[src/rtl/plt_pkg.sv]
// ----------------------------------------------------------------------------
// plt_pkg
// shared types, widths and micro-op codes of the look-ahead target block
// ----------------------------------------------------------------------------
`default_nettype none

package plt_pkg;

    localparam int COORD_W    = 32;
    localparam int DIFF_W     = 33;
    localparam int MUL_W      = 34;
    localparam int PROD_W     = 68;
    localparam int ACC_W      = 68;
    localparam int T_FRAC     = 16;
    localparam int T_W        = 17;
    localparam int ROOT_W     = 34;
    localparam int DIV_W      = 64;
    localparam int SCALE_W    = 31;
    localparam int SQRT_STEPS = 34;
    localparam int DIV_STEPS  = 64;
    localparam int CNT_W      = 6;
    localparam int TG_W       = 36;

    localparam logic [1:0] REG_PATH_LENGTH = 2'd0;
    localparam logic [1:0] REG_LOOK_AHEAD  = 2'd1;

    typedef logic signed [COORD_W-1:0] t_coord;
    typedef logic signed [DIFF_W-1:0]  t_diff;
    typedef logic [4:0]                t_op;

    localparam t_op OP_NONE = 5'd0;
    localparam t_op OP_CAPT = 5'd1;
    localparam t_op OP_LD_A = 5'd2;
    localparam t_op OP_LD_B = 5'd3;
    localparam t_op OP_DOT  = 5'd4;
    localparam t_op OP_LEN  = 5'd5;
    localparam t_op OP_TDEC = 5'd6;
    localparam t_op OP_TDIV = 5'd7;
    localparam t_op OP_PROJ = 5'd8;
    localparam t_op OP_DIST = 5'd9;
    localparam t_op OP_CMP  = 5'd10;
    localparam t_op OP_FIN  = 5'd11;
    localparam t_op OP_SQ   = 5'd12;
    localparam t_op OP_SQI  = 5'd13;
    localparam t_op OP_SQRT = 5'd14;
    localparam t_op OP_BR   = 5'd15;
    localparam t_op OP_LDK  = 5'd16;
    localparam t_op OP_FLEN = 5'd17;
    localparam t_op OP_SCI  = 5'd18;
    localparam t_op OP_DIV  = 5'd19;
    localparam t_op OP_TG   = 5'd20;
    localparam t_op OP_ZERO = 5'd21;

    typedef struct packed {
        t_op        op;
        logic [1:0] k;
        logic       first;
        logic       wr;
    } t_cmd;

    typedef struct packed {
        logic t_iter;
        logic closer;
        logic near;
    } t_sts;

endpackage

`default_nettype wire

[src/rtl/plt_ctrl.sv]
// ----------------------------------------------------------------------------
// plt_ctrl
// sequencer: point writes, segment walk, square roots and step scaling of one query
// ----------------------------------------------------------------------------
`default_nettype none

module plt_ctrl
    import plt_pkg::*;
#(
    parameter int MAX_POINTS = 64,
    localparam int IW = $clog2(MAX_POINTS),
    localparam int NW = IW + 1
) (
    input  wire logic          i_clk,
    input  wire logic          i_rst_n,
    input  wire logic          i_in_valid,
    output logic               o_in_stall,
    input  wire logic          i_kind,
    input  wire logic [5:0]    i_point_index,
    input  wire logic [6:0]    i_path_length,
    input  wire t_sts          i_sts,
    input  wire logic          i_out_busy,
    output logic               o_out_load,
    output t_cmd               o_cmd,
    output logic [IW-1:0]      o_rd_addr,
    output logic [IW-1:0]      o_end
);

    localparam logic [4:0] S_IDLE = 5'd0;
    localparam logic [4:0] S_ZERO = 5'd1;
    localparam logic [4:0] S_RDA  = 5'd2;
    localparam logic [4:0] S_RDB  = 5'd3;
    localparam logic [4:0] S_LDB  = 5'd4;
    localparam logic [4:0] S_DOT  = 5'd5;
    localparam logic [4:0] S_LEN  = 5'd6;
    localparam logic [4:0] S_TDEC = 5'd7;
    localparam logic [4:0] S_TDIV = 5'd8;
    localparam logic [4:0] S_PROJ = 5'd9;
    localparam logic [4:0] S_DIST = 5'd10;
    localparam logic [4:0] S_CMP  = 5'd11;
    localparam logic [4:0] S_FIN  = 5'd12;
    localparam logic [4:0] S_SQ   = 5'd13;
    localparam logic [4:0] S_SQI  = 5'd14;
    localparam logic [4:0] S_SQRT = 5'd15;
    localparam logic [4:0] S_BR   = 5'd16;
    localparam logic [4:0] S_LDK  = 5'd17;
    localparam logic [4:0] S_FLEN = 5'd18;
    localparam logic [4:0] S_SCI  = 5'd19;
    localparam logic [4:0] S_DIV  = 5'd20;
    localparam logic [4:0] S_TG   = 5'd21;
    localparam logic [4:0] S_DONE = 5'd22;

    logic [4:0]       r_state, n_state;
    logic [IW-1:0]    r_i, n_i;
    logic [NW-1:0]    r_n, n_n;
    logic [IW-1:0]    r_end, n_end;
    logic [1:0]       r_k, n_k;
    logic [CNT_W-1:0] r_sub, n_sub;
    logic             r_phase, n_phase;

    logic             slot_ok;
    logic [NW-1:0]    n_clamp;
    logic [NW-1:0]    i_inc;
    logic             last;
    logic [IW-1:0]    j;
    logic [NW-1:0]    e_inc;
    logic [IW-1:0]    kidx;
    logic             first;

    assign slot_ok = 32'(i_point_index) < 32'(MAX_POINTS);
    assign n_clamp = (32'(i_path_length) > 32'(MAX_POINTS)) ? NW'(MAX_POINTS)
                                                            : NW'(i_path_length);
    assign i_inc = {1'b0, r_i} + NW'(1);
    assign last  = i_inc == r_n;
    assign j     = last ? '0 : i_inc[IW-1:0];
    assign e_inc = {1'b0, r_end} + NW'(1);
    assign kidx  = (e_inc >= r_n) ? '0 : e_inc[IW-1:0];
    assign first = r_i == '0;

    assign o_in_stall = r_state != S_IDLE;
    assign o_end      = r_end;

    always_comb begin
        n_state    = r_state;
        n_i        = r_i;
        n_n        = r_n;
        n_end      = r_end;
        n_k        = r_k;
        n_sub      = r_sub;
        n_phase    = r_phase;
        o_cmd      = '0;
        o_cmd.k    = r_k;
        o_rd_addr  = r_i;
        o_out_load = 1'b0;
        unique case (r_state)
            S_IDLE: begin
                if (i_in_valid) begin
                    if (i_kind) begin
                        o_cmd.op = OP_CAPT;
                        n_n      = n_clamp;
                        n_i      = '0;
                        n_state  = (n_clamp == '0) ? S_ZERO : S_RDA;
                    end else begin
                        o_cmd.wr = slot_ok;
                    end
                end
            end
            S_ZERO: begin
                o_cmd.op = OP_ZERO;
                n_end    = '0;
                n_state  = S_DONE;
            end
            S_RDA: begin
                o_rd_addr = r_i;
                n_state   = S_RDB;
            end
            S_RDB: begin
                o_cmd.op  = OP_LD_A;
                o_rd_addr = j;
                n_state   = S_LDB;
            end
            S_LDB: begin
                o_cmd.op = OP_LD_B;
                n_k      = '0;
                n_state  = S_DOT;
            end
            S_DOT: begin
                o_cmd.op = OP_DOT;
                if (r_k == 2'd2) begin
                    n_k     = '0;
                    n_state = S_LEN;
                end else begin
                    n_k = r_k + 2'd1;
                end
            end
            S_LEN: begin
                o_cmd.op = OP_LEN;
                if (r_k == 2'd2) begin
                    n_k     = '0;
                    n_state = S_TDEC;
                end else begin
                    n_k = r_k + 2'd1;
                end
            end
            S_TDEC: begin
                o_cmd.op = OP_TDEC;
                n_sub    = '0;
                n_state  = i_sts.t_iter ? S_TDIV : S_PROJ;
            end
            S_TDIV: begin
                o_cmd.op = OP_TDIV;
                if (r_sub == CNT_W'(T_FRAC - 1)) begin
                    n_state = S_PROJ;
                end else begin
                    n_sub = r_sub + CNT_W'(1);
                end
            end
            S_PROJ: begin
                o_cmd.op = OP_PROJ;
                if (r_k == 2'd2) begin
                    n_k     = '0;
                    n_state = S_DIST;
                end else begin
                    n_k = r_k + 2'd1;
                end
            end
            S_DIST: begin
                o_cmd.op = OP_DIST;
                if (r_k == 2'd2) begin
                    n_k     = '0;
                    n_state = S_CMP;
                end else begin
                    n_k = r_k + 2'd1;
                end
            end
            S_CMP: begin
                o_cmd.op    = OP_CMP;
                o_cmd.first = first;
                if (first || i_sts.closer) begin
                    n_end = j;
                end
                if (last) begin
                    n_state = S_FIN;
                end else begin
                    n_i     = j;
                    n_state = S_RDA;
                end
            end
            S_FIN: begin
                o_cmd.op = OP_FIN;
                n_phase  = 1'b0;
                n_k      = '0;
                n_state  = S_SQ;
            end
            S_SQ: begin
                o_cmd.op = OP_SQ;
                if (r_k == 2'd2) begin
                    n_k     = '0;
                    n_state = S_SQI;
                end else begin
                    n_k = r_k + 2'd1;
                end
            end
            S_SQI: begin
                o_cmd.op = OP_SQI;
                n_sub    = '0;
                n_state  = S_SQRT;
            end
            S_SQRT: begin
                o_cmd.op = OP_SQRT;
                if (r_sub == CNT_W'(SQRT_STEPS - 1)) begin
                    n_state = r_phase ? S_FLEN : S_BR;
                end else begin
                    n_sub = r_sub + CNT_W'(1);
                end
            end
            S_BR: begin
                o_cmd.op  = OP_BR;
                o_rd_addr = kidx;
                n_k       = '0;
                n_state   = i_sts.near ? S_SCI : S_LDK;
            end
            S_LDK: begin
                o_cmd.op = OP_LDK;
                n_phase  = 1'b1;
                n_k      = '0;
                n_state  = S_SQ;
            end
            S_FLEN: begin
                o_cmd.op = OP_FLEN;
                n_k      = '0;
                n_state  = S_SCI;
            end
            S_SCI: begin
                o_cmd.op = OP_SCI;
                n_sub    = '0;
                n_state  = S_DIV;
            end
            S_DIV: begin
                o_cmd.op = OP_DIV;
                if (r_sub == CNT_W'(DIV_STEPS - 1)) begin
                    n_state = S_TG;
                end else begin
                    n_sub = r_sub + CNT_W'(1);
                end
            end
            S_TG: begin
                o_cmd.op = OP_TG;
                if (r_k == 2'd2) begin
                    n_k     = '0;
                    n_state = S_DONE;
                end else begin
                    n_k     = r_k + 2'd1;
                    n_state = S_SCI;
                end
            end
            S_DONE: begin
                if (!i_out_busy) begin
                    o_out_load = 1'b1;
                    n_state    = S_IDLE;
                end
            end
            default: begin
                n_state = S_IDLE;
            end
        endcase
    end

    always_ff @(posedge i_clk) begin
        if (!i_rst_n) begin
            r_state <= S_IDLE;
            r_i     <= '0;
            r_n     <= '0;
            r_end   <= '0;
            r_k     <= '0;
            r_sub   <= '0;
            r_phase <= 1'b0;
        end else begin
            r_state <= n_state;
            r_i     <= n_i;
            r_n     <= n_n;
            r_end   <= n_end;
            r_k     <= n_k;
            r_sub   <= n_sub;
            r_phase <= n_phase;
        end
    end

endmodule

`default_nettype wire

[config.mk]
export PLATFORM = sky130hd
export DESIGN_NAME = plt_ctrl
export DESIGN_NICKNAME = d
export VERILOG_FILES = /design/src/rtl/plt_pkg.sv /design/src/rtl/plt_ctrl.sv
export SDC_FILE = /design/constraint.sdc
export NUM_CORES = 1
export LEC_CHECK = 0
export BUFFER_PORTS_ARGS = -buffer_cell sky130_fd_sc_hd__buf_2
export CAP_MARGIN = 20
export CORE_MARGIN = 1
export CORE_UTILIZATION = 60
export DETAILED_ROUTE_END_ITERATION = 6
export PLACE_DENSITY = 0.81
export SLEW_MARGIN = 25
export SYNTH_ARGS = -nofsm -noshare
export SYNTH_HDL_FRONTEND = slang
export SYNTH_SLANG_ARGS = --single-unit
[constraint.sdc]
create_clock -name i_clk -period 4.11 [get_ports i_clk]
set_clock_uncertainty 0.05 [all_clocks]
set_input_delay 0.411 -clock i_clk [delete_from_list [all_inputs] [get_ports i_clk]]
set_output_delay 0.411 -clock i_clk [all_outputs]
set_load 0.01 [all_outputs]
Yosys cells after proc, flatten, opt, wreduce, memory -nomap -nowiden
Index checks and enable logic that the tools add are counted.

cells by class
  bitwise operators = 0
  mux-type cells = 44
  divide/modulo/power cells = 0
  reduce and logical (&&, ||, !) cells = 19
  equality and inequality tests = 43
  add/sub/neg operators = 4
  multiply operators = 0
  order comparisons = 2
  shift operators = 0

operators by type and width
  operator                                              count
  one-hot mux 5 bit (22 select lines)                   1
  one-hot mux 5 bit (21 select lines)                   1
  two-way mux 5 bit                                     11
  two-way mux 6 bit                                     9
  equality test 5 x 4 -> 1 bit (second input constant)  8
  one-hot mux 6 bit (2 select lines)                    3
  equality test 5 bit (second input constant)           7
  != test 2 bit (second input constant)                 16
  one-hot mux 6 bit (4 select lines)                    1
  equality test 5 x 3 -> 1 bit (second input constant)  4
  adder 6 x 1 -> 7 bit (second input constant)          2
  equality test 6 bit (second input constant)           2
  AND reduction 11 bit                                  1
  equality test 5 x 2 -> 1 bit (second input constant)  2
  two-way mux 1 bit                                     9
  two-way mux 2 bit                                     4
  AND reduction 4 bit                                   2
  nonzero test 2 bit                                    4
  equality test 7 bit                                   1
  >= comparator 7 bit                                   1
  > comparator 7 bit (second input constant)            1
  logical NOT 7 bit                                     1
  two-way mux 7 bit                                     1
  adder 6 x 1 -> 6 bit (second input constant)          1
  19 further kinds                                      19

word-level totals
  bits of input ports = 21
  memory bits (read-only) = 0
  word-level logic and storage cells = 119
  latch bits = 0
  register bits = 33
  memories kept = 0
  output and inout port bits = 23
  memory bits (writable) = 0

Depth between registers and ports, before layout
  depth after elaboration = 7
  depth in mapped cells = 10
  mapped depth without buffers = 9

Worst setup path after synthesis
OpenSTA, ideal clock, no wires.

  kind = reg2out
  start point = reg r_i[1]
  end point = out o_rd_addr[5]
  cell stages (with the launch flop) = 9
  required time = 3649 ps
  buffers on the path = 1
  arrival = 2052 ps
  path slack = 1597 ps
  cells stage by stage = dfxtp_1 ha_1 nand3_1 or3_1 a2111oi_2 nand2_1 buf_2 a31oi_1 o211ai_1

on the way
  word-level cells in the longest chain between the ends = 4

RTL lines
  element                                 RTL line         text
  start: declaration                      plt_ctrl.sv:54   logic [IW-1:0] r_i, n_i;
  start signal: assignment                plt_ctrl.sv:280  r_i <= n_i;
  adder 6 x 1 -> 7 bit (*)                plt_ctrl.sv:73   assign i_inc = {1'b0, r_i} + NW'(1);
  equality test 7 bit                     plt_ctrl.sv:74   assign last = i_inc == r_n;
  two-way mux 6 bit (*)                   plt_ctrl.sv:75   assign j = last ? '0 : i_inc[IW-1:0];
  one-hot mux 6 bit (2 select lines) (*)  plt_ctrl.sv:95   unique case (r_state)
  end: declaration                        plt_ctrl.sv:25   output logic [IW-1:0] o_rd_addr,

Every way passes the cells marked *; elsewhere a longest branch is shown, timed or not.

Worst setup path after layout
  start point = reg r_i[0]
  end point = out o_rd_addr[5]

Same word-level chain as after synthesis.

==> flow_summary.yaml <==
status:
  run_status: "finished, final reports clean"
sta:
  rsz0062_at_grt: "false"
  post-route-min-period_ns: 3.48
  finalSetupViolations: 0
  timing.fmax_ghz: 0.288
  finalCritPeriodShare: 0.846
  totalNegativeSetupSlack_ns: 0
  timing_max_transition_violations_final: 0
  worst-slew-pin-transition_ns: 1.00
  setup_ws_ns: 0.634
  report.final.hold_viol_count: 0
  timing.slew.headroom: 0.330
critical_path:
  critical_path.n_buffers_inverters: 1
  rr_startpoint: "r_i[0]$_SDFFE_PN0P_"
  crit_path_arrival_time_ns: 3.01
  timing.critical_path.slowest_stage_cell: "dfxtp_1"
  worst_path_largest_cell_delay_ns: 0.52
  r2r_setup_slack_ns: 1.05
  worstPathCellList: "ha_1 > nand3_1 > or3_1 > a2111oi_2 > nand2_1 > a31oi_1 > o211ai_1 > buf_2"
  worstSetupStartpointType: "flop"
  end_of_the_worst_register_to_register_path: "o_end[1]$_SDFFE_PN0P_"
  worst-setup-path-type: "flop to primary output"
  critical_path.top_delay_family: "simple AND/OR/NAND/NOR gates"
  worst-endpoint-required_ns: 3.65
  end_kind: "primary output"
  worstRegToRegCells: 7
  cp_max_fo: 11
clock_network:
  worst_skew_pair.late_latency_ns: 0.29
  cts.repair.resized: 0
  hold_fix_buffers_cts: 0
  cts_bufs_inserted: 5
  cts.repair_timing.setup_buffer_count: 0
  cts_sinks: 33
  tritoncts: "built"
  cts_htree_levels: 2
  worst_setup_hold_path_clk_slew_ns: 0.07
  clockRootBuffer: "clkbuf_8"
  clock_tree.buffer_depth: 2
power_and_ir_drop:
  power.density_nw_per_um2: 453
  share_seq_of_total_power: 0.313
  comb_power_share: 0.517
  share_clk_of_total_power: 0.170
  power_report.internal_total_mw: 0.761
  vdd_drop_max_mv: 0.380
  switching_power_mw: 0.645
  power.switching_fraction: 0.458
  leakagePower_nw: 1.19
cells_and_area:
  final_nets: 443
  stdcell_count: 463
  area_delta_synth_final_pct: 8.16
  insertedDiodeCount: 0
  layout-drive-gt1-share: 0.161
  filler_cell_count: 412
logic_synthesis:
  ys_top_cells_by_area: "dfxtp_1 23%, ha_1 5.2%, nand2_1 5.0%"
  count_of_flip_flops_with_a_built_in_enable_after_synthesis: 0
  postSynthNetCount: 422
  synth.yosys.warnings: 0
  postSynthCellCount: 389
  synth-seq-cells: 33
  ys_top_cells_by_count: "38 x nand2_1, 34 x nor2_1, 33 x dfxtp_1"
  post_synth.cell_area_avg_um2: 7.38
  synth_top_cell_by_area: "dfxtp_1"
  synth_most_common_cell: "nand2_1"
  synth_top_area_frac: 0.230
  ys_seq_area_frac: 0.230
  dominant_synthesized_flop_cell: "dfxtp_1"
  synthArstFlopShare: 0
  yosys.cell_types.count: 66
  synth.cell_area_um2: 2870
routing:
  avgViaCountPerCell: 6.47
  drt_pass1_iterations: 7
  avgRoutedWirePerCell_um: 16.1
  antenna_viol_nets_final: 0
  finalWirelength_um: 7460
  drt_iter0_drc: 215
  dr_total_vias: 2994
  drt_drc_violations_left: 0
place:
  finalWeightedCongestion: 0.909
  detailed_place_hpwl_um: 5350
  io_buffers: 37
  pre_cts_ws_ns: 1.02
  dpl.cell_count: 455
flow_run:
  max_cap_violations: 0
die:
  core_region_area_um2: 4470
  start_util: 0.641
  pin_count: 44
  floorplan.die_area_um2: 5060
  die_width_um: 71.2
  core.rowCount: 24
  floorplan.die.height_um: 71.2
grt:
  initial_antenna_violation_count: 0
  grt_first_pass_wirelength_um: 12700
  grt_start_max_net_pins: 32
  grt_use_total: 0.313
  via_count_of_the_first_global_routing_pass: 2711
  overflow: 0
min_path:
  min_to: "r_n[4]$_SDFFE_PN0P_"
  hold-path-cell-count: 3
  hold_start: "i_path_length[4]"
  hold_class: "input port to flop"
## placed cells by master (no fill, tap or decap), types with 6 or more instances in the layout
| cell type | netlist | final |
|---|---|---|
| mux2i_1 | 6 | 6 |
| dfxtp_1 | 33 | 33 |
| nand3_1 | 16 | 16 |
| xnor2_1 | 11 | 11 |
| inv_1 | 18 | 18 |
| a211oi_1 | 9 | 9 |
| nor2_1 | 34 | 34 |
| nand2b_1 | 11 | 11 |
| o2bb2ai_1 | 6 | 6 |
| nand3b_1 | 6 | 6 |
| o211ai_1 | 6 | 6 |
| ha_1 | 12 | 12 |
| nand2_1 | 38 | 38 |
| a21oi_1 | 27 | 27 |
| nor3_1 | 6 | 6 |
| a22oi_1 | 7 | 7 |
| a31oi_1 | 8 | 8 |
| buf_2 | 7 | 37 |
| o21ai_0 | 21 | 21 |
## power groups by stage
stage,clock network (mW),logic [mW],registers [mW]
final,0.239,0.727,0.440
after detailed placement,0,0.712,0.444
after CTS,0.246,0.719,0.436
after global routing,0.255,0.797,0.448
after global placement,0,0.704,0.441
after floorplan,0,0.598,0.381
## cell families (layout without fill, tap and decap cells)
family	Yosys count	after routing	share of synthesized area
and+or+nand+nor	151	151	0.272
AOI/OAI and AO/OA	125	125	0.307
buffers and inverters	46	68	0.0685
DFF	33	33	0.230
xor gates and xnor gates	16	16	0.0488
adders and majority gates	12	12	0.0523
muxes	6	6	0.0209
## sequential cells by signal (all words and copies together), names as in the netlist
register,cells
o_end,6
r_i,6
r_phase,1
r_state,5
r_n,7
r_sub,6
r_k,2
## metrics by stage
stage          instance area, um^2  utilization  hold slack (ns)  power [mW]
4_1_cts                       3100        0.694            0.348        1.40
5_1_grt                       3100        0.694            0.368        1.50
2_1_floorplan                 2870            -            0.418       0.978
3_3_place_gp                  3020        0.675            0.426        1.15
3_5_place_dp                  3020        0.675            0.441        1.16
6_report                      3100        0.694            0.352        1.41
## final cells by class
class                           instances  area, um^2  share of cell area
Inverter                               20        75.1              0.0242
Clock buffer                            6        72.6              0.0234
Clock inverter                          2        10.0             0.00323
Timing Repair Buffer                   40         208              0.0669
Tap cell                               52        65.1              0.0210
Sequential cell                        33         661               0.213
Multi-Input combinational cell        310        2010               0.648
## worst reg2reg max path: stages (launching register included)
cell,delay (ns)
dfxtp_1,0.52
ha_1,0.32
nand3_1,0.24
or3_1,0.41
a2111oi_2,0.41
nand2_1,0.34
nand4_1,0.36
a2bb2o_1,0.31
## how the worst max path moves through the flow
| stage | from | endpoint | slack, ns | depth (start not counted) |
|---|---|---|---|---|
| finish | r_i[0]$_SDFFE_PN0P_ | o_rd_addr[5] | 0.63 | 8 |
| detailed placement | r_i[0]$_SDFFE_PN0P_ | o_rd_addr[5] | 1.02 | 8 |
| CTS | r_i[0]$_SDFFE_PN0P_ | o_rd_addr[5] | 0.69 | 8 |
| global route | r_i[0]$_SDFFE_PN0P_ | o_rd_addr[5] | 0.48 | 8 |
| floorplan | r_i[1]$_SDFFE_PN0P_ | o_rd_addr[5] | 1.60 | 8 |
| global placement | r_i[0]$_SDFFE_PN0P_ | o_rd_addr[5] | 1.09 | 8 |
## layer usage
| layer | up-vias | global-route usage | routed length (um) |
|---|---|---|---|
| li1 | 1470 | - | - |
| met4 | 0 | 0.124 | 204 |
| met5 | - | 0 | 0 |
| met3 | 17 | 0.0427 | 301 |
| met2 | 92 | 0.521 | 3590 |
| met1 | 1415 | 0.408 | 3360 |
(Power assumes the default switching activity.)
